[config.mk]
export PLATFORM = sky130hd
export DESIGN_NAME = sumo_robot_reactive_drive_policy_flat
export DESIGN_NICKNAME = d
export VERILOG_FILES = /design/src/hw/rtl/srdp_pkg.sv /design/src/hw/rtl/srdp_if.sv /design/src/hw/rtl/sumo_robot_reactive_drive_policy.sv /design/src/hw/rtl/srdp_line.sv /design/src/flat_wrapper.sv
export SDC_FILE = /design/constraint.sdc
export NUM_CORES = 1
export LEC_CHECK = 0
export BUFFER_PORTS_ARGS = -buffer_cell sky130_fd_sc_hd__buf_2
export CORE_MARGIN = 1
export CORE_UTILIZATION = 46
export DETAILED_ROUTE_END_ITERATION = 16
export PLACE_DENSITY = 0.67
export SYNTH_ARGS = -nofsm -noshare
export SYNTH_HDL_FRONTEND = slang
export SYNTH_SLANG_ARGS = --single-unit
[constraint.sdc]
create_clock -name clk -period 5.06 [get_ports clk]
set_clock_uncertainty 0.1 [all_clocks]
set_input_delay 0.759 -clock clk [delete_from_list [all_inputs] [get_ports clk]]
set_output_delay 0.759 -clock clk [all_outputs]
set_load 0.01 [all_outputs]
[src/hw/rtl/srdp_pkg.sv]
// shared types, codes and reset values for the reactive drive policy
package srdp_pkg;

    // field widths
    localparam int unsigned TIME_W  = 32;
    localparam int unsigned RANGE_W = 16;
    localparam int unsigned SPEED_W = 8;
    localparam int unsigned COUNT_W = 4;
    localparam int unsigned CFG_IDX_W  = 3;
    localparam int unsigned CFG_DATA_W = 16;

    // configuration reset values
    localparam logic [RANGE_W-1:0] DETECT_THRESHOLD_RST = 16'd1000;
    localparam logic [RANGE_W-1:0] CLOSE_THRESHOLD_RST  = 16'd70;
    localparam logic [RANGE_W-1:0] ESCAPE_TIME_RST      = 16'd240;
    localparam logic [COUNT_W-1:0] DEBOUNCE_COUNT_RST   = 4'd2;
    localparam logic [SPEED_W-1:0] SPEED_FAST_RST       = 8'd255;
    localparam logic [SPEED_W-1:0] SPEED_TURN_RST       = 8'd200;
    localparam logic [SPEED_W-1:0] SPEED_ROTATE_RST     = 8'd175;
    localparam logic [SPEED_W-1:0] SPEED_ESCAPE_SLOW_RST = 8'd150;

    // configuration register indexes
    typedef enum logic [CFG_IDX_W-1:0] {
        CFG_DETECT_THRESHOLD = 3'd0,
        CFG_CLOSE_THRESHOLD  = 3'd1,
        CFG_ESCAPE_TIME      = 3'd2,
        CFG_DEBOUNCE_COUNT   = 3'd3,
        CFG_SPEED_FAST       = 3'd4,
        CFG_SPEED_TURN       = 3'd5,
        CFG_SPEED_ROTATE     = 3'd6,
        CFG_SPEED_ESCAPE_SLOW = 3'd7
    } cfg_idx_t;

    // drive command codes
    typedef enum logic [2:0] {
        ACT_FORWARD   = 3'd0,
        ACT_ROT_LEFT  = 3'd1,
        ACT_ROT_RIGHT = 3'd2,
        ACT_DIFF      = 3'd3,
        ACT_NONE      = 3'd4
    } action_t;

    // escape manoeuvre shapes
    typedef enum logic [1:0] {
        ESC_STRAIGHT    = 2'd0,
        ESC_CURVE_LEFT  = 2'd1,
        ESC_CURVE_RIGHT = 2'd2
    } esc_mode_t;

    // side a target was last seen on
    localparam logic SIDE_LEFT  = 1'b0;
    localparam logic SIDE_RIGHT = 1'b1;

    // one tick word
    typedef struct packed {
        logic [TIME_W-1:0]  now_ms;
        logic               line_left;
        logic               line_right;
        logic [RANGE_W-1:0] front_center_mm;
        logic [RANGE_W-1:0] front_left_mm;
        logic [RANGE_W-1:0] front_right_mm;
        logic [RANGE_W-1:0] side_left_mm;
        logic [RANGE_W-1:0] side_right_mm;
    } tick_t;

    // one command word
    typedef struct packed {
        action_t            action;
        logic [SPEED_W-1:0] left_speed;
        logic [SPEED_W-1:0] right_speed;
        logic               escaping;
    } cmd_t;

    // settings used by the line tracker
    typedef struct packed {
        logic [RANGE_W-1:0] escape_time_ms;
        logic [COUNT_W-1:0] debounce_count;
    } line_cfg_t;

    // escape status from the line tracker
    typedef struct packed {
        logic      active;
        esc_mode_t mode;
    } esc_status_t;

endpackage

[src/hw/rtl/srdp_if.sv]
// handshake channels for tick words, command words and configuration writes
interface srdp_tick_if;
    logic        valid;
    logic        ready;
    logic [31:0] now_ms;
    logic        line_left;
    logic        line_right;
    logic [15:0] front_center_mm;
    logic [15:0] front_left_mm;
    logic [15:0] front_right_mm;
    logic [15:0] side_left_mm;
    logic [15:0] side_right_mm;

    modport source (
        output valid, now_ms, line_left, line_right, front_center_mm,
               front_left_mm, front_right_mm, side_left_mm, side_right_mm,
        input  ready
    );
    modport sink (
        input  valid, now_ms, line_left, line_right, front_center_mm,
               front_left_mm, front_right_mm, side_left_mm, side_right_mm,
        output ready
    );
endinterface

interface srdp_cmd_if;
    logic       valid;
    logic       ready;
    logic [2:0] action;
    logic [7:0] left_speed;
    logic [7:0] right_speed;
    logic       escaping;

    modport source (
        output valid, action, left_speed, right_speed, escaping,
        input  ready
    );
    modport sink (
        input  valid, action, left_speed, right_speed, escaping,
        output ready
    );
endinterface

interface srdp_cfg_if;
    logic        valid;
    logic        ready;
    logic [2:0]  index;
    logic [15:0] data;

    modport source (
        output valid, index, data,
        input  ready
    );
    modport sink (
        input  valid, index, data,
        output ready
    );
endinterface

[src/hw/rtl/sumo_robot_reactive_drive_policy.sv]
// top level of the reactive drive policy: input register, decision logic, command register
// a tick word enters the input register, then its command word the command register
// throughput: one word per cycle while cmd.ready holds; the single decision pass sets this
// the command register frees while its word is taken, so it refills as its word leaves
// reset: configuration returns to its defaults, streaks clear, both lines armed,
// no escape pending, last side right, both pipeline stages empty
module sumo_robot_reactive_drive_policy (
    input  logic         clk,
    input  logic         rst_n,
    srdp_tick_if.sink    tick,
    srdp_cmd_if.source   cmd,
    srdp_cfg_if.sink     cfg
);
    import srdp_pkg::*;

    // configuration registers
    logic [RANGE_W-1:0] detect_threshold_reg, close_threshold_reg, escape_time_reg;
    logic [COUNT_W-1:0] debounce_count_reg;
    logic [SPEED_W-1:0] speed_fast_reg, speed_turn_reg, speed_rotate_reg;
    logic [SPEED_W-1:0] speed_escape_slow_reg;

    // pipeline
    logic        s1_valid_reg;
    tick_t       s1_item_reg;
    logic        out_valid_reg;
    cmd_t        out_item_reg, out_item_next;
    logic        out_free, adv;

    // decision signals
    logic        last_side_reg, last_side_next;
    logic        tc, tl, tr, tsl, tsr;
    line_cfg_t   line_cfg;
    esc_status_t esc;

    // configuration writes, always taken
    assign cfg.ready = 1'b1;

    always_ff @(posedge clk or negedge rst_n)
    begin
        if (!rst_n)
        begin
            detect_threshold_reg  <= DETECT_THRESHOLD_RST;
            close_threshold_reg   <= CLOSE_THRESHOLD_RST;
            escape_time_reg       <= ESCAPE_TIME_RST;
            debounce_count_reg    <= DEBOUNCE_COUNT_RST;
            speed_fast_reg        <= SPEED_FAST_RST;
            speed_turn_reg        <= SPEED_TURN_RST;
            speed_rotate_reg      <= SPEED_ROTATE_RST;
            speed_escape_slow_reg <= SPEED_ESCAPE_SLOW_RST;
        end
        else if (cfg.valid)
        begin
            case (cfg_idx_t'(cfg.index))
                CFG_DETECT_THRESHOLD:  detect_threshold_reg  <= cfg.data;
                CFG_CLOSE_THRESHOLD:   close_threshold_reg   <= cfg.data;
                CFG_ESCAPE_TIME:       escape_time_reg       <= cfg.data;
                CFG_DEBOUNCE_COUNT:    debounce_count_reg    <= cfg.data[COUNT_W-1:0];
                CFG_SPEED_FAST:        speed_fast_reg        <= cfg.data[SPEED_W-1:0];
                CFG_SPEED_TURN:        speed_turn_reg        <= cfg.data[SPEED_W-1:0];
                CFG_SPEED_ROTATE:      speed_rotate_reg      <= cfg.data[SPEED_W-1:0];
                CFG_SPEED_ESCAPE_SLOW: speed_escape_slow_reg <= cfg.data[SPEED_W-1:0];
                default: ;
            endcase
        end
    end

    // handshake: the input stage refills whenever its word moves on
    assign out_free   = !out_valid_reg || cmd.ready;
    assign adv        = s1_valid_reg && out_free;
    assign tick.ready = !s1_valid_reg || out_free;

    // input register
    always_ff @(posedge clk or negedge rst_n)
    begin
        if (!rst_n)
            s1_valid_reg <= 1'b0;
        else if (tick.ready)
            s1_valid_reg <= tick.valid;
    end

    always_ff @(posedge clk)
    begin
        if (tick.valid && tick.ready)
        begin
            s1_item_reg.now_ms          <= tick.now_ms;
            s1_item_reg.line_left       <= tick.line_left;
            s1_item_reg.line_right      <= tick.line_right;
            s1_item_reg.front_center_mm <= tick.front_center_mm;
            s1_item_reg.front_left_mm   <= tick.front_left_mm;
            s1_item_reg.front_right_mm  <= tick.front_right_mm;
            s1_item_reg.side_left_mm    <= tick.side_left_mm;
            s1_item_reg.side_right_mm   <= tick.side_right_mm;
        end
    end

    // edge line tracker
    assign line_cfg.escape_time_ms = escape_time_reg;
    assign line_cfg.debounce_count = debounce_count_reg;

    srdp_line u_line (
        .clk        (clk),
        .rst_n      (rst_n),
        .adv        (adv),
        .now_ms     (s1_item_reg.now_ms),
        .line_left  (s1_item_reg.line_left),
        .line_right (s1_item_reg.line_right),
        .cfg        (line_cfg),
        .status     (esc)
    );

    // target flags
    always_comb
    begin
        tc  = s1_item_reg.front_center_mm < detect_threshold_reg;
        tl  = s1_item_reg.front_left_mm   < detect_threshold_reg;
        tr  = s1_item_reg.front_right_mm  < detect_threshold_reg;
        tsl = s1_item_reg.side_left_mm    < detect_threshold_reg;
        tsr = s1_item_reg.side_right_mm   < detect_threshold_reg;
    end

    // last seen side, held while escaping
    always_comb
    begin
        last_side_next = last_side_reg;
        if (!esc.active)
        begin
            if (tsl && !tsr)
                last_side_next = SIDE_LEFT;
            else if (tsr && !tsl)
                last_side_next = SIDE_RIGHT;
            else if (tl && !tr)
                last_side_next = SIDE_LEFT;
            else if (tr && !tl)
                last_side_next = SIDE_RIGHT;
        end
    end

    always_ff @(posedge clk or negedge rst_n)
    begin
        if (!rst_n)
            last_side_reg <= SIDE_RIGHT;
        else if (adv)
            last_side_reg <= last_side_next;
    end

    // command selection
    always_comb
    begin
        out_item_next.escaping    = esc.active;
        out_item_next.action      = ACT_NONE;
        out_item_next.left_speed  = '0;
        out_item_next.right_speed = '0;
        if (esc.active)
        begin
            case (esc.mode)
                ESC_CURVE_LEFT:
                begin
                    out_item_next.action      = ACT_DIFF;
                    out_item_next.left_speed  = speed_escape_slow_reg;
                    out_item_next.right_speed = speed_fast_reg;
                end
                ESC_CURVE_RIGHT:
                begin
                    out_item_next.action      = ACT_DIFF;
                    out_item_next.left_speed  = speed_fast_reg;
                    out_item_next.right_speed = speed_escape_slow_reg;
                end
                default:
                begin
                    out_item_next.action      = ACT_FORWARD;
                    out_item_next.left_speed  = speed_fast_reg;
                    out_item_next.right_speed = speed_fast_reg;
                end
            endcase
        end
        else if (!(tc || tl || tr || tsl || tsr))
        begin
            // search by spinning right
            out_item_next.action      = ACT_ROT_RIGHT;
            out_item_next.left_speed  = speed_rotate_reg;
            out_item_next.right_speed = speed_rotate_reg;
        end
        else if (tc || (tl && tr))
        begin
            out_item_next.action      = ACT_FORWARD;
            out_item_next.left_speed  = speed_fast_reg;
            out_item_next.right_speed = speed_fast_reg;
        end
        else if (tl)
        begin
            if (s1_item_reg.front_left_mm <= close_threshold_reg)
            begin
                out_item_next.action      = ACT_ROT_LEFT;
                out_item_next.left_speed  = speed_rotate_reg;
                out_item_next.right_speed = speed_rotate_reg;
            end
            else
            begin
                out_item_next.action      = ACT_DIFF;
                out_item_next.left_speed  = speed_turn_reg;
                out_item_next.right_speed = speed_fast_reg;
            end
        end
        else if (tr)
        begin
            if (s1_item_reg.front_right_mm <= close_threshold_reg)
            begin
                out_item_next.action      = ACT_ROT_RIGHT;
                out_item_next.left_speed  = speed_rotate_reg;
                out_item_next.right_speed = speed_rotate_reg;
            end
            else
            begin
                out_item_next.action      = ACT_DIFF;
                out_item_next.left_speed  = speed_fast_reg;
                out_item_next.right_speed = speed_turn_reg;
            end
        end
        else if (tsl && tsr)
        begin
            out_item_next.action      = (last_side_next == SIDE_LEFT) ? ACT_ROT_LEFT
                                                                      : ACT_ROT_RIGHT;
            out_item_next.left_speed  = speed_rotate_reg;
            out_item_next.right_speed = speed_rotate_reg;
        end
    end

    // command register
    always_ff @(posedge clk or negedge rst_n)
    begin
        if (!rst_n)
            out_valid_reg <= 1'b0;
        else if (out_free)
            out_valid_reg <= s1_valid_reg;
    end

    always_ff @(posedge clk)
    begin
        if (adv)
            out_item_reg <= out_item_next;
    end

    assign cmd.valid       = out_valid_reg;
    assign cmd.action      = out_item_reg.action;
    assign cmd.left_speed  = out_item_reg.left_speed;
    assign cmd.right_speed = out_item_reg.right_speed;
    assign cmd.escaping    = out_item_reg.escaping;

    // an escape command only drives forward or differentially
    a_escape_shape: assert property (@(posedge clk) disable iff (!rst_n)
        (cmd.valid && cmd.escaping) |->
            (cmd.action == ACT_FORWARD || cmd.action == ACT_DIFF))
        else $error("escape command with a rotate or idle action");

    // no command carries zero speeds and is never an escape
    a_none_idle: assert property (@(posedge clk) disable iff (!rst_n)
        (cmd.valid && cmd.action == ACT_NONE) |->
            (cmd.left_speed == '0 && cmd.right_speed == '0 && !cmd.escaping))
        else $error("no-command word with non-zero speed or escape flag");

    // an accepted tick word is held in the input stage on the next cycle
    a_tick_taken: assert property (@(posedge clk) disable iff (!rst_n)
        (tick.valid && tick.ready) |=> s1_valid_reg)
        else $error("accepted tick word lost");

    // a word leaving the input stage always lands in the command register
    a_word_moves: assert property (@(posedge clk) disable iff (!rst_n)
        adv |=> out_valid_reg)
        else $error("decided command word dropped");

endmodule

[src/hw/rtl/srdp_line.sv]
// edge line debounce and timed escape tracker
module srdp_line (
    input  logic                       clk,
    input  logic                       rst_n,
    input  logic                       adv,
    input  logic [srdp_pkg::TIME_W-1:0] now_ms,
    input  logic                       line_left,
    input  logic                       line_right,
    input  srdp_pkg::line_cfg_t        cfg,
    output srdp_pkg::esc_status_t      status
);
    import srdp_pkg::*;

    logic [COUNT_W-1:0] left_streak_reg, left_streak_next;
    logic [COUNT_W-1:0] right_streak_reg, right_streak_next;
    logic               left_armed_reg, right_armed_reg;
    esc_mode_t          mode_reg, mode_next;
    logic [TIME_W-1:0]  deadline_reg, deadline_next;
    logic               left_deb, right_deb, start;
    logic [TIME_W-1:0]  remain;

    // saturating streak counters
    always_comb
    begin
        if (!line_left)
            left_streak_next = '0;
        else if (left_streak_reg < cfg.debounce_count)
            left_streak_next = left_streak_reg + COUNT_W'(1);
        else
            left_streak_next = left_streak_reg;

        if (!line_right)
            right_streak_next = '0;
        else if (right_streak_reg < cfg.debounce_count)
            right_streak_next = right_streak_reg + COUNT_W'(1);
        else
            right_streak_next = right_streak_reg;
    end

    assign left_deb  = left_streak_next >= cfg.debounce_count;
    assign right_deb = right_streak_next >= cfg.debounce_count;
    assign start     = (left_deb && left_armed_reg) || (right_deb && right_armed_reg);

    // new escape shape and deadline
    always_comb
    begin
        if (left_deb && right_deb)
            mode_next = ESC_STRAIGHT;
        else if (left_deb)
            mode_next = ESC_CURVE_RIGHT;
        else
            mode_next = ESC_CURVE_LEFT;
        deadline_next = now_ms + TIME_W'(cfg.escape_time_ms);
    end

    // time left on the escape; a fresh escape has exactly its duration left
    assign remain = start ? TIME_W'(cfg.escape_time_ms) : (deadline_reg - now_ms);

    always_comb
    begin
        status.active = (remain != '0) && !remain[TIME_W-1];
        status.mode   = start ? mode_next : mode_reg;
    end

    // tracker state, moves once per word
    always_ff @(posedge clk or negedge rst_n)
    begin
        if (!rst_n)
        begin
            left_streak_reg  <= '0;
            right_streak_reg <= '0;
            left_armed_reg   <= 1'b1;
            right_armed_reg  <= 1'b1;
            mode_reg         <= ESC_STRAIGHT;
            deadline_reg     <= '0;
        end
        else if (adv)
        begin
            left_streak_reg  <= left_streak_next;
            right_streak_reg <= right_streak_next;
            left_armed_reg   <= !left_deb;
            right_armed_reg  <= !right_deb;
            if (start)
            begin
                mode_reg     <= mode_next;
                deadline_reg <= deadline_next;
            end
        end
    end

endmodule
[src/flat_wrapper.sv]
// flat-port wrapper written by rule: the top's interface ports become plain ports
module sumo_robot_reactive_drive_policy_flat import srdp_pkg::*;
  (clk, rst_n, tick_valid, tick_now_ms, tick_line_left, tick_line_right, tick_front_center_mm, tick_front_left_mm, tick_front_right_mm, tick_side_left_mm, tick_side_right_mm, tick_ready, cmd_valid, cmd_action, cmd_left_speed, cmd_right_speed, cmd_escaping, cmd_ready, cfg_valid, cfg_index, cfg_data, cfg_ready);
  srdp_tick_if tick_i ();
  srdp_cmd_if cmd_i ();
  srdp_cfg_if cfg_i ();
  input  logic clk;
  input  logic rst_n;
  input wire logic [$bits(tick_i.valid)-1:0] tick_valid;
  input wire logic [$bits(tick_i.now_ms)-1:0] tick_now_ms;
  input wire logic [$bits(tick_i.line_left)-1:0] tick_line_left;
  input wire logic [$bits(tick_i.line_right)-1:0] tick_line_right;
  input wire logic [$bits(tick_i.front_center_mm)-1:0] tick_front_center_mm;
  input wire logic [$bits(tick_i.front_left_mm)-1:0] tick_front_left_mm;
  input wire logic [$bits(tick_i.front_right_mm)-1:0] tick_front_right_mm;
  input wire logic [$bits(tick_i.side_left_mm)-1:0] tick_side_left_mm;
  input wire logic [$bits(tick_i.side_right_mm)-1:0] tick_side_right_mm;
  output wire logic [$bits(tick_i.ready)-1:0] tick_ready;
  output wire logic [$bits(cmd_i.valid)-1:0] cmd_valid;
  output wire logic [$bits(cmd_i.action)-1:0] cmd_action;
  output wire logic [$bits(cmd_i.left_speed)-1:0] cmd_left_speed;
  output wire logic [$bits(cmd_i.right_speed)-1:0] cmd_right_speed;
  output wire logic [$bits(cmd_i.escaping)-1:0] cmd_escaping;
  input wire logic [$bits(cmd_i.ready)-1:0] cmd_ready;
  input wire logic [$bits(cfg_i.valid)-1:0] cfg_valid;
  input wire logic [$bits(cfg_i.index)-1:0] cfg_index;
  input wire logic [$bits(cfg_i.data)-1:0] cfg_data;
  output wire logic [$bits(cfg_i.ready)-1:0] cfg_ready;
  assign tick_i.valid = tick_valid;
  assign tick_i.now_ms = tick_now_ms;
  assign tick_i.line_left = tick_line_left;
  assign tick_i.line_right = tick_line_right;
  assign tick_i.front_center_mm = tick_front_center_mm;
  assign tick_i.front_left_mm = tick_front_left_mm;
  assign tick_i.front_right_mm = tick_front_right_mm;
  assign tick_i.side_left_mm = tick_side_left_mm;
  assign tick_i.side_right_mm = tick_side_right_mm;
  assign tick_ready = tick_i.ready;
  assign cmd_valid = cmd_i.valid;
  assign cmd_action = cmd_i.action;
  assign cmd_left_speed = cmd_i.left_speed;
  assign cmd_right_speed = cmd_i.right_speed;
  assign cmd_escaping = cmd_i.escaping;
  assign cmd_i.ready = cmd_ready;
  assign cfg_i.valid = cfg_valid;
  assign cfg_i.index = cfg_index;
  assign cfg_i.data = cfg_data;
  assign cfg_ready = cfg_i.ready;
  sumo_robot_reactive_drive_policy u_core (.clk(clk), .rst_n(rst_n), .tick(tick_i), .cmd(cmd_i), .cfg(cfg_i));
endmodule
==> impl_summary.md, run 1 <==
Power
The net switching share of the total power is 0.370. The switching power summed over all nets is 3.38 mW. The internal power of the cells totals 5.76 mW. Of the total power, combinational logic draws 0.419. The portion of total power attributed to sequential cells is 0.345. The share of total power dissipated in the clock network is 0.235. Dividing total power by cell area gives a power density of 507 mW/mm2. The maximum VDD drop is 319 uV. The leakage power figure is 7.90 nW.

STA
The clock period minus worst slack is 4.78 ns. The worst pin sits at a relative slew slack of 0.172. The hold violation total from the final report is 0. The final worst hold slack is 0.162 ns.

The final critical-path setup slack is 0.279 ns. Setup violations remaining at the end of the flow were counted as 0. The share of the cycle needed by the critical path after routing is 0.945.

The achievable frequency is 0.209 GHz. The number of max-slew violations in the final report is 0. For the pin with the worst max-slew slack, the measured transition is 1.23 ns.

Clock network
CTS built an H-tree with a depth of 1. The number of setup buffers added after CTS is 0. After clock tree synthesis, the clock-pin slew on the worst setup and hold paths is 0.06 ns. TritonCTS built the clock tree. The number of hold buffers added after CTS is 0. The clock reaches the later pin of the worst-skew pair after 0.59 ns. Buffers inserted during clock tree synthesis total 30. The clock passes through at most 3 buffers. The total clock sinks is 265.

The library cell used as clock root buffer is sky130_fd_sc_hd__clkbuf_16.

Placement
Prior to clock tree synthesis, the placed netlist has a worst setup slack of 0.0226 ns. The number of placed instances, taps included, is 2013. The final estimated routing congestion in global placement is 0.877. The half-perimeter wire length after placement is 27500 um. Once placement finished, the instance area stood at 0.0170 mm2. Input and output buffers added on the ports amount to 159.

Setup path
The largest fanout on the critical path is 5. The critical path class is register to register. The startpoint type of the worst setup path is a register.

The category of the worst setup path capture point is a register. The arrival time reported for the critical path endpoint is 5.06 ns. The required time of the critical path is 5.34 ns.

Global routing
Global routing finished with a remaining overflow of 0. The first global-routing pass estimated 57600 um of wire. The via count of the first global-routing pass is 11.1k.

The number of antenna violations at the first check in global routing is 0. The global routing usage summed across all routing layers is 0.214. The largest net degree at the start of global routing is 95.

Worst hold path
The worst hold-check path type is input port to asynchronous set/reset pin.

Drt
Dividing the detail-routed wire length by the instance count gives 17.6 um. The detailed router finished its first iteration with 679 violations. After detailed routing, the total wire length is 36400 um.

Across all layers, the routed design uses 11.5k vias. In the routed design, unresolved DRC markers number 0. The remaining number of nets flagged by the antenna check after routing is 0.

The first detailed-routing pass ran for 5 iterations. Dividing the detail-routed via count by the number of cells gives 5.56.

Final layout
The final core utilization is 0.539. The finished layout holds 2070 standard cells, fillers aside. The finished cells cover 0.0180 mm2. The relative area change from synthesis to final layout is 15.8%. The register with the most flip-flops in the layout has 114 of them. Of the cells placed in the final design, the portion with a size suffix greater than 1 is 0.223.

The final layout contains 1910 nets. The number of antenna diodes is 0.

Die
In this run the standard cell core region covers 0.0334 mm2. The floorplan has 67 rows. The die covers 0.0346 mm2.

161 I/O pins were placed. The floorplan step set the die height to 186 um. From left edge to right edge, the die measures 186 um.

For this configuration, the core starts out at a cell density of 0.465.

Synthesis
A synthesized cell averages 11.0 um2. The register bit total from synthesis is 265. Among all flip-flop cells after synthesis, the most frequent one is sky130_fd_sc_hd__edfxtp_1. The count of unique library cells instantiated by Yosys is 77. Counting every instance in the synthesized netlist gives 1417. The number of flops mapped to enable cells by yosys is 134. Yosys printed 0 warnings. For this run, the register share of the synthesized area comes to 0.472. The synthesized cell area is 0.0156 mm2. The number of nets in the synthesized netlist is 1729.

The post-synthesis async set-or-reset flop share is 0.494.

Run status
The run finished with clean final reports.

Run
The count of max-cap constraint violations is 0.
-- cell type report --
cell class / count / area [um2]
Timing Repair Buffer: 182 / 975
Inverter: 86 / 323
Sequential cell: 265 / 7350
Clock buffer: 40 / 861
Fill cell: 2864 / 15400
Multi-Input combinational cell: 1033 / 7820
Tap cell: 448 / 561
Clock inverter: 16 / 140
-- per-stage QoR --
stage               power (mW)  setup TNS, ns
global placement          6.80              0
CTS                       9.11              0
floorplan                 5.89              0
global route              9.75        -0.0790
finish                    9.14              0
detailed placement        6.91              0
-- cell families after synthesis --
family          after synthesis  synth area share
other cells                   1          0.000241
buf+inv                     120            0.0303
fa+ha+maj                   174             0.141
compound gates              371             0.160
simple gates                355             0.112
xor+xnor                     54            0.0304
flops                       265             0.472
mux                          77            0.0539
-- layer usage --
metal	up-vias	GRT usage	routed length [um]
li1	5648	-	-
met1	5468	0.281	16400
met4	0	0.0744	1170
met3	75	0.0342	1790
met2	314	0.356	17000
met5	-	0	0
-- path summary, 6_finish.rpt --
kind | startpoint | endpoint | slack, ns | cells past startpoint
setup / recovery | u_core.debounce_count_reg[1] | u_core.cmd.action[2] | 0.28 | 19
hold / removal | rst_n | u_core.speed_escape_slow_reg[6] | 0.16 | 1
setup reg to reg | u_core.debounce_count_reg[1] | u_core.cmd.action[2] | 0.28 | 19
hold reg to reg | u_core.u_line.deadline_reg[6] | u_core.u_line.deadline_reg[6] | 0.38 | 2
max in group asynchronous | rst_n | u_core.u_line.deadline_reg[23] | 3.55 | 2
min in group clk | tick_front_right_mm[0] | u_core.s1_item_reg[32] | 0.24 | 1
-- cells in the mapped netlist (3+ instances only) --
cell / count / area [um2]
sky130_fd_sc_hd__clkbuf_1: 24 / 90.1
sky130_fd_sc_hd__a211oi_1: 19 / 143
sky130_fd_sc_hd__mux2i_1: 22 / 220
sky130_fd_sc_hd__nand2b_1: 22 / 138
sky130_fd_sc_hd__nor3b_1: 5 / 37.5
sky130_fd_sc_hd__a222oi_1: 9 / 90.1
sky130_fd_sc_hd__o31ai_1: 5 / 37.5
sky130_fd_sc_hd__xnor2_1: 39 / 342
sky130_fd_sc_hd__a2111oi_2: 3 / 45.0
sky130_fd_sc_hd__nor3_1: 23 / 115
sky130_fd_sc_hd__a2111oi_0: 4 / 35.0
sky130_fd_sc_hd__or2_2: 6 / 37.5
sky130_fd_sc_hd__xor2_1: 15 / 131
sky130_fd_sc_hd__and3_1: 5 / 31.3
sky130_fd_sc_hd__o211a_1: 4 / 40.0
sky130_fd_sc_hd__ha_1: 172 / 2150
sky130_fd_sc_hd__o21bai_1: 6 / 45.0
sky130_fd_sc_hd__dfstp_2: 38 / 998
sky130_fd_sc_hd__edfxtp_1: 134 / 4020
sky130_fd_sc_hd__nand4_1: 25 / 156
sky130_fd_sc_hd__a21o_1: 47 / 353
sky130_fd_sc_hd__buf_1: 5 / 18.8
sky130_fd_sc_hd__a22oi_1: 25 / 188
sky130_fd_sc_hd__dfrtp_1: 93 / 2330
sky130_fd_sc_hd__a31oi_1: 13 / 81.3
sky130_fd_sc_hd__inv_1: 86 / 323
sky130_fd_sc_hd__nand3b_1: 3 / 22.5
sky130_fd_sc_hd__a211o_1: 4 / 35.0
sky130_fd_sc_hd__and2_1: 12 / 75.1
sky130_fd_sc_hd__a21oi_1: 64 / 320
sky130_fd_sc_hd__nand4b_1: 3 / 26.3
sky130_fd_sc_hd__nand2_1: 136 / 510
sky130_fd_sc_hd__o41ai_1: 4 / 35.0
sky130_fd_sc_hd__o211ai_1: 8 / 60.1
sky130_fd_sc_hd__or3_1: 9 / 56.3
sky130_fd_sc_hd__o21a_1: 11 / 82.6
sky130_fd_sc_hd__nand3_1: 16 / 80.1
sky130_fd_sc_hd__a221oi_1: 9 / 78.8
sky130_fd_sc_hd__mux2_2: 55 / 619
sky130_fd_sc_hd__nor4_1: 10 / 62.6
sky130_fd_sc_hd__o21ai_0: 107 / 536
sky130_fd_sc_hd__o21ai_1: 3 / 15.0
sky130_fd_sc_hd__nor2b_1: 18 / 113
sky130_fd_sc_hd__o2111ai_1: 3 / 26.3
sky130_fd_sc_hd__nor2_1: 53 / 199
-- worst max-delay path, stage by stage (launching register included) --
cell                        delay, ns
sky130_fd_sc_hd__dfstp_2         0.52
sky130_fd_sc_hd__inv_1           0.10
sky130_fd_sc_hd__ha_1            0.29
sky130_fd_sc_hd__a21o_1          0.16
sky130_fd_sc_hd__a21o_1          0.18
sky130_fd_sc_hd__a21oi_2         0.15
sky130_fd_sc_hd__buf_4           0.14
sky130_fd_sc_hd__xor2_1          0.15
sky130_fd_sc_hd__nand2_1         0.09
sky130_fd_sc_hd__ha_1            0.30
sky130_fd_sc_hd__nand2b_1        0.14
sky130_fd_sc_hd__a21oi_1         0.14
sky130_fd_sc_hd__o21ai_1         0.12
sky130_fd_sc_hd__a22oi_2         0.24
sky130_fd_sc_hd__nand4_1         0.10
sky130_fd_sc_hd__or4_1           0.43
sky130_fd_sc_hd__nor4_2          0.22
sky130_fd_sc_hd__nand4_1         0.17
sky130_fd_sc_hd__or3_4           0.46
sky130_fd_sc_hd__a2111oi_2       0.38
-- layout by cell type, fill, tap and decap left out, types with 5 or more instances in the layout --
cell type                   synthesis  final
sky130_fd_sc_hd__nand2_1          136    136
sky130_fd_sc_hd__xnor2_1           39     39
sky130_fd_sc_hd__xor2_1            15     15
sky130_fd_sc_hd__a211oi_1          19     19
sky130_fd_sc_hd__clkinv_2           0      6
sky130_fd_sc_hd__nor2_1            53     53
sky130_fd_sc_hd__o211ai_1           8      8
sky130_fd_sc_hd__edfxtp_1         134    134
sky130_fd_sc_hd__dfrtp_1           93     93
sky130_fd_sc_hd__a22oi_1           25     24
sky130_fd_sc_hd__mux2_2            55     55
sky130_fd_sc_hd__nand3_1           16     16
sky130_fd_sc_hd__inv_1             86     86
sky130_fd_sc_hd__and3_1             5      5
sky130_fd_sc_hd__nor2b_1           18     18
sky130_fd_sc_hd__clkbuf_16          0     31
sky130_fd_sc_hd__or3_1              9      8
sky130_fd_sc_hd__nor4_1            10     10
sky130_fd_sc_hd__o21bai_1           6      6
sky130_fd_sc_hd__mux2i_1           22     22
sky130_fd_sc_hd__dfstp_2           38     38
sky130_fd_sc_hd__a222oi_1           9      9
sky130_fd_sc_hd__and2_1            12     11
sky130_fd_sc_hd__ha_1             172    172
sky130_fd_sc_hd__a221oi_1           9      9
sky130_fd_sc_hd__o31ai_1            5      5
sky130_fd_sc_hd__a21oi_1           64     62
sky130_fd_sc_hd__a21o_1            47     47
sky130_fd_sc_hd__nand4_1           25     25
sky130_fd_sc_hd__nand2b_1          22     22
sky130_fd_sc_hd__nor3_1            23     21
sky130_fd_sc_hd__o21a_1            11     11
sky130_fd_sc_hd__buf_2              2    158
sky130_fd_sc_hd__buf_4              1     23
sky130_fd_sc_hd__a31oi_1           13     13
sky130_fd_sc_hd__o21ai_0          107    105
-- what timing repair did --
action                     in CTS  in global routing
pin swaps                       0                  3
resized for setup               1                  7
setup endpoints to repair       9                 21
hold endpoints to repair        0                  0
gates cloned                    0                  1
-- power by group through the flow --
stage	logic [mW]	clock network, mW	registers (mW)
3_5_place_dp	3.73	0	3.19
4_1_cts	3.75	2.20	3.15
6_report	3.83	2.15	3.16
2_1_floorplan	2.76	0	3.12
3_3_place_gp	3.62	0	3.18
5_1_grt	4.27	2.27	3.20
No activity file was read; power rests on OpenSTA's default activity.
==> run 2: changes to the inputs <==
--- a/config.mk
+++ b/config.mk
@@ -6,6 +6,7 @@
 export NUM_CORES = 1
 export LEC_CHECK = 0
 export BUFFER_PORTS_ARGS = -buffer_cell sky130_fd_sc_hd__buf_2
+export CORE_ASPECT_RATIO = 0.8
 export CORE_MARGIN = 1
 export CORE_UTILIZATION = 46
 export DETAILED_ROUTE_END_ITERATION = 16
==> impl_summary.md, run 2 (synthesis gave the netlist of run 1 again) <==
STA
The hold violation total from the final report came to 0. The routed design could run at a clock period as short as 4.83 ns. Adding up every negative setup slack in the final design gives 0 ns.

Headroom to the max-slew limit came out at 0.274. The number of setup violations in the final report is 0. The final critical-path setup slack is 0.228 ns.

The achievable frequency is 0.207 GHz. The number of max-slew violations in the final report came to 0. Of the available clock period, the critical path in the final layout requires 0.955. The actual slew at the worst max-slew pin is 1.09 ns.

Drt
The aggregate routed wire length is 39000 um. For this block, the initial DRC count from the detailed router was 947. The remaining number of nets flagged by the antenna check after routing is 0. The detailed-routing iteration count for the pre-antenna-repair pass is 6. The routed layout has 11.7k vias.

The number of remaining DRC errors is 0. The average wire length per cell after detail routing is 19.0 um. The average vias per placed instance is 5.69.

Placement
The final estimated routing congestion in global placement is 0.860. After detailed placement, the total cell area comes to 0.0170 mm2. Counting tap cells, the placed design contains a total of 1989 instances. The worst slack after detailed placement is -0.111 ns. During placement, the flow inserted port buffers numbering 159. Detailed placement ended at an HPWL of 29000 um.

Clock network
Clock tree synthesis found a total of 265 sinks. In this run, CTS created clock tree buffers numbering 30. CTS built an H-tree with a depth of 1. The clock network latency to the later pin of the worst-skew pair is 0.57 ns.

The number of buffers on the longest clock path is 3. The number of hold buffers added after CTS is 0. The library cell used as clock root buffer is sky130_fd_sc_hd__clkbuf_16.

Clock-pin slew was measured on the worst setup and hold paths at 0.06 ns. The TritonCTS clock tree is done.

Final layout
The fill cell instance count of the final layout is 2843. The register with the most flip-flops in the layout has 114 of them. After routing the design area is 0.0181 mm2. The share of cells above drive strength 1 is 0.221. The library cell used most frequently in the layout, excluding fill and tap cells, is sky130_fd_sc_hd__ha_1. At the end of the flow, the number of nets in the layout was 1907. Compared with the post-synthesis result, the final layout area differs by 16.3%. After the flow finishes, the layout carries non-filler instances totaling 2048. In the layout the commonest cells are sky130_fd_sc_hd__ha_1 (172), sky130_fd_sc_hd__buf_2 (158), sky130_fd_sc_hd__nand2_1 (136).

Run
The tool flagged a number of max-cap violations equal to 0.

Setup path
The required time of the critical path is 5.34 ns. The delay of the slowest cell on the worst path is 0.53 ns. The category of the worst setup path capture point is a register. For the worst setup path, the data arrival time is 5.11 ns. In this run the critical register-to-register path is launched from u_core.debounce_count_reg[1].

Setup slack on the worst reg-to-reg path comes out at 0.23 ns. For the worst flop-to-flop path, the logic depth is 19. Along the worst path, the maximum fanout reaches 5. STA classifies the critical path startpoint as a register. The endpoint identified for the worst register-to-register timing path is u_core.cmd.action[2].

The signal on the critical path passes through inv_1 > ha_1 > a21o_1 > a21o_1 > a21oi_2 > buf_4 > xor2_1 > nand2_1 > ha_1 > nand2b_1 > a21oi_1 > o21ai_1 > a22oi_2 > nand4_1 > or4_4 > nor4_4 > nand4_1 > or3_4 > a2111oi_2. Among all stages on the critical path, the largest delay is contributed by sky130_fd_sc_hd__dfstp_2. The critical path in this run is classified as register to register.

Global routing
The largest net degree at the start of global routing is 132. The global routing usage summed across all routing layers is 0.225. The total congestion overflow after global routing is 0. The first-pass GRT wire length is 61800 um. The number of antenna violations at the first check in global routing is 3. The via count of the first global-routing pass is 11.4k.

Power
For this design the total switching power over the nets is 3.44 mW. Of the total power, the share spent switching nets is 0.367. The design internal power is 5.93 mW. The portion of total power attributed to the clock network is 0.250.

The share of total power dissipated in combinational logic is 0.412. Of the total power, registers draw 0.337. The analysis attributes to cell leakage a power of 7.93 nW. Power spread over the standard cell area amounts to 517 mW/mm2.

The maximum VDD drop is 303 uV.

Die
The top-level port count is 161. The die width is 208 um. The number of rows in the core area is 59. The floorplan step defined a die boundary enclosing 0.0346 mm2.

The effective utilization at floorplan is 0.473. The height of the die is 167 um. The core area is 0.0329 mm2.

Run status
The run finished with clean final reports.

Worst hold path
The worst hold-check path type is input port to asynchronous set/reset pin.
[run 2: changes by cell type in the layout (fill, tap and decap cells not counted), sizes merged]
cell	before	now
clkbuf	40	42
bufinv	1	4
buf	182	179
clkinv	9	10
inv	90	86
diode	0	2
clkinvlp	2	0
[run 2: how the worst max path moves through the flow]
stage | slack [ns] | from | depth (start not counted) | end
2_1_floorplan | 0.31 | u_core.debounce_count_reg[1] | 21 | u_core.cmd.left_speed[7]
3_3_place_gp | 0.08 | u_core.debounce_count_reg[1] | 20 | u_core.cmd.left_speed[1]
3_5_place_dp | -0.11 | u_core.debounce_count_reg[1] | 20 | u_core.cmd.right_speed[1]
4_1_cts | 0.04 | u_core.debounce_count_reg[1] | 20 | u_core.cmd.left_speed[7]
5_1_grt | -0.01 | u_core.debounce_count_reg[1] | 19 | u_core.cmd.action[2]
6_report | 0.23 | u_core.debounce_count_reg[1] | 19 | u_core.cmd.action[2]
[run 2: layout make-up]
type	instances	area, um2	share of cell area
Antenna cell	2	5.00	0.000277
Clock buffer	42	890	0.0492
Clock inverter	14	190	0.0105
Inverter	86	323	0.0178
Multi-Input combinational cell	1033	7830	0.433
Sequential cell	265	7350	0.406
Tap cell	427	534	0.0295
Timing Repair Buffer	179	973	0.0538
[run 2: routing by layer]
metal | up-vias | track usage | share of wire
met5 | - | 0 | 0
met4 | 0 | 0.0586 | 0.025
met3 | 64 | 0.0388 | 0.052
met2 | 321 | 0.365 | 0.46
met1 | 5608 | 0.312 | 0.47
li1 | 5664 | - | -
[run 2: repair_timing]
item,4_1_cts,5_1_grt
resized for setup,2,9
buffers inserted,0,0
pin swaps,0,3
cloned,0,1
endpoints found under the setup margin,21,21
[run 2: metrics by stage]
stage          total power [mW]  hold WS, ns   util
2_1_floorplan              5.89        0.345      -
3_3_place_gp               6.81        0.369  0.515
3_5_place_dp               6.94        0.383  0.515
4_1_cts                    9.32        0.228  0.548
5_1_grt                    9.99        0.225  0.550
6_report                   9.36        0.142  0.550
[run 2: power groups by stage]
stage          sequential [mW]  combinational [mW]  clock (mW)
3_3_place_gp              3.18                3.63           0
5_1_grt                   3.21                4.31        2.47
6_report                  3.16                3.86        2.34
3_5_place_dp              3.18                3.76           0
2_1_floorplan             3.12                2.76           0
4_1_cts                   3.15                3.78        2.39
[run 2: worst max-delay path, delay by kind of cell (launching register included)]
kind | cells | cell delay [ns]
fa+ha+maj | 2 | 0.58
buf+inv | 2 | 0.23
flops | 1 | 0.53
simple gates | 7 | 1.71
compound gates | 7 | 1.34
xor+xnor | 1 | 0.16
==> run 3: changes to the inputs <==
--- a/config.mk
+++ b/config.mk
@@ -11,6 +11,7 @@
 export CORE_UTILIZATION = 46
 export DETAILED_ROUTE_END_ITERATION = 16
 export PLACE_DENSITY = 0.67
+export RECOVER_POWER = 25
 export SYNTH_ARGS = -nofsm -noshare
 export SYNTH_HDL_FRONTEND = slang
 export SYNTH_SLANG_ARGS = --single-unit
==> impl_summary.md, run 3 (synthesis gave the netlist of run 1 again) <==
Power
The total power is 9.36 mW. Across the VDD grid, the largest voltage drop is 304 uV. In this run the power density over the cells is 518 mW/mm2. Summed over all cells, the static leakage comes to 7.90 nW.

Die
The core area is 0.0329 mm2. The die outline area is 0.0346 mm2. The top-level port count is 161. Row generation in the floorplan step produced 59 rows. The effective utilization at floorplan is 0.473. The die width is 208 um. The height of the die is 167 um.

STA
The tightest hold path in the finished design has a slack of 0.258 ns. The share of the cycle needed by the critical path after routing is 0.955. The actual slew at the worst max-slew pin is 3.44 ns. The hold violation total from the final report is 0. For this run, the top clock speed supported by timing is 0.207 GHz. Headroom to the max-slew limit came out at -1.29. The clock period could shrink to 4.83 ns. Setup violations remaining at the end of the flow were counted as 0. The number of max-slew violations in the final report is 132.

Drt
The met3 wire length is 1950 um. The remaining number of nets flagged by the antenna check after routing is 0. Wires add up to 39000 um.

For this run, the detailed router's first-pass iteration total came to 6. Dividing the detail-routed wire length by the instance count gives 19.1 um. The number of remaining DRC errors is 0.

The number of DRC markers in iteration 0 is 880. The top routing layer in use is met4. The amount of wire on met2 after detailed routing is 17900 um. The average vias per placed instance is 5.67. The via count of the routed design is 11.6k. The met1 wire length is 18300 um.

Final layout
The net count reported at finish is 1907. The share of cells above drive strength 1 is 0.215. The relative area change from synthesis to final layout is 16.1%. Leaving out filler cells and counting taps, the final layout contains 2048. The top cell types in the final layout, fill and taps aside, are sky130_fd_sc_hd__ha_1 (172), sky130_fd_sc_hd__buf_2 (148), sky130_fd_sc_hd__nand2_1 (136). The library cell used most frequently in the layout, excluding fill and tap cells, is sky130_fd_sc_hd__ha_1.

The flip-flop count of the largest register, all copies and words added is 114.

Setup path
STA classifies the critical path endpoint as a register. The worst register-to-register path begins at u_core.debounce_count_reg[1]. The critical path class is register to register. For this run, the slowest stage of the critical path takes 0.53 ns.

Of all nets on the critical path, the largest fanout is 5. In this run the critical register-to-register path is captured at u_core.cmd.action[2]. The arrival time reported for the critical path endpoint is 5.12 ns. The number of cells on the worst reg-to-reg path is 19.

The slack of the worst reg-to-reg path is 0.23 ns. STA classifies the critical path startpoint as a register. The critical path goes through inv_1 > ha_1 > a21o_1 > a21o_1 > a21oi_2 > buf_4 > xor2_1 > nand2_1 > ha_1 > nand2b_1 > a21oi_1 > o21ai_1 > a22oi_2 > nand4_1 > or4_4 > nor4_4 > nand4_1 > or3_4 > a2111oi_2. The largest individual stage delay along the critical path comes from the cell sky130_fd_sc_hd__dfstp_2.

STA puts the critical path data required time at 5.34 ns.

Clock network
The number of buffers on the longest clock path is 3. The later pin in the worst-skew pair is clocked with a latency of 0.57 ns. The clock slew at the register clock pins of the worst setup and hold paths is 0.06 ns. CTS built an H-tree with a depth of 1. Clock tree synthesis found a total of 265 sinks.

The number of clock buffers inserted by TritonCTS is 30. The number of hold buffers added after CTS is 0. The TritonCTS clock tree is done. The library cell used as clock root buffer is sky130_fd_sc_hd__clkbuf_16.

Worst hold path
Along the worst hold path, the cell count comes to 1. The end point of the most critical hold path is u_core.s1_item_reg[8]. The path class of the tightest hold or removal check is input port to register.

The worst min-delay path startpoint is tick_side_right_mm[8].

Placement
The final estimated routing congestion in global placement is 0.860. The total placed cells including tap cells is 1989. Port buffering added 159 buffers. Summed over all nets, the half-perimeter wirelength after detailed placement is 29000 um.

Run
Max-cap violations in this run came to 1.

Global routing
The total congestion overflow after global routing is 0. The number of antenna violations at the first check in global routing is 3. Across every metal layer, demand over resource in global routing totals 0.225.

The via count of the first global-routing pass is 11.4k. Entering global routing, the biggest net connects 132 pins. The first global-routing pass estimated 61800 um of wire.

Run status
The flow ran to the end, but the final reports show violations. The final reports fail on max-capacitance violations, max-slew violations.
## run 3: worst max path at each step
stage / startpoint / endpoint
2_1_floorplan: u_core.debounce_count_reg[1] / u_core.cmd.left_speed[7]
3_3_place_gp: u_core.debounce_count_reg[1] / u_core.cmd.left_speed[1]
3_5_place_dp: u_core.debounce_count_reg[1] / u_core.cmd.right_speed[1]
4_1_cts: u_core.debounce_count_reg[1] / u_core.cmd.left_speed[7]
5_1_grt: u_core.debounce_count_reg[1] / u_core.cmd.action[2]
6_report: u_core.debounce_count_reg[1] / u_core.cmd.action[2]
## run 3: power by group
group	internal (mW)	total (mW)	leakage, nW	switching (mW)
sequential	2.85	3.16	2.84	0.310
combinational	1.64	3.86	4.53	2.22
clock	1.43	2.34	0.530	0.911
total	5.92	9.36	7.90	3.44
## run 3: worst max-delay path, delay by kind of cell (launching register included)
family	cells	cell delay, ns
AOI/OAI and AO/OA	7	1.34
xor gates and xnor gates	1	0.16
adders and majority gates	2	0.58
buffers and inverters	2	0.23
DFF	1	0.53
and+or+nand+nor	7	1.72
## run 3: repair_timing
action | 4_1_cts | 5_1_grt
gates resized for setup | 2 | 9
pin swaps | 0 | 3
cloned | 0 | 1
endpoints found under the setup margin | 21 | 21
buffers inserted | 0 | 0
## run 3: metal layers
metal / up-vias / track usage
li1: 5666 / -
met1: 5593 / 0.312
met2: 296 / 0.365
met3: 59 / 0.0388
met4: 0 / 0.0586
met5: - / 0
## run 3: per-stage QoR
stage / area (um2) / utilization / worst slack, ns / setup TNS (ns)
final: 18100 / 0.549 / 0.227 / 0
after global routing: 18100 / 0.549 / -0.0124 / -0.0325
after CTS: 18000 / 0.548 / 0.0373 / 0
after detailed placement: 17000 / 0.515 / -0.111 / -1.80
after global placement: 17000 / 0.515 / 0.0762 / 0
after floorplan: 15600 / - / 0.310 / 0
## run 3: final cells by class
type                    instances  area, um2
diodes                          2       5.00
clock buffers                  42        890
clock inverters                14        190
fillers                      2851      14900
inverters                      86        323
multi-input cells            1033       7830
flip-flops and latches        265       7350
well taps                     427        534
repair buffers                179        946
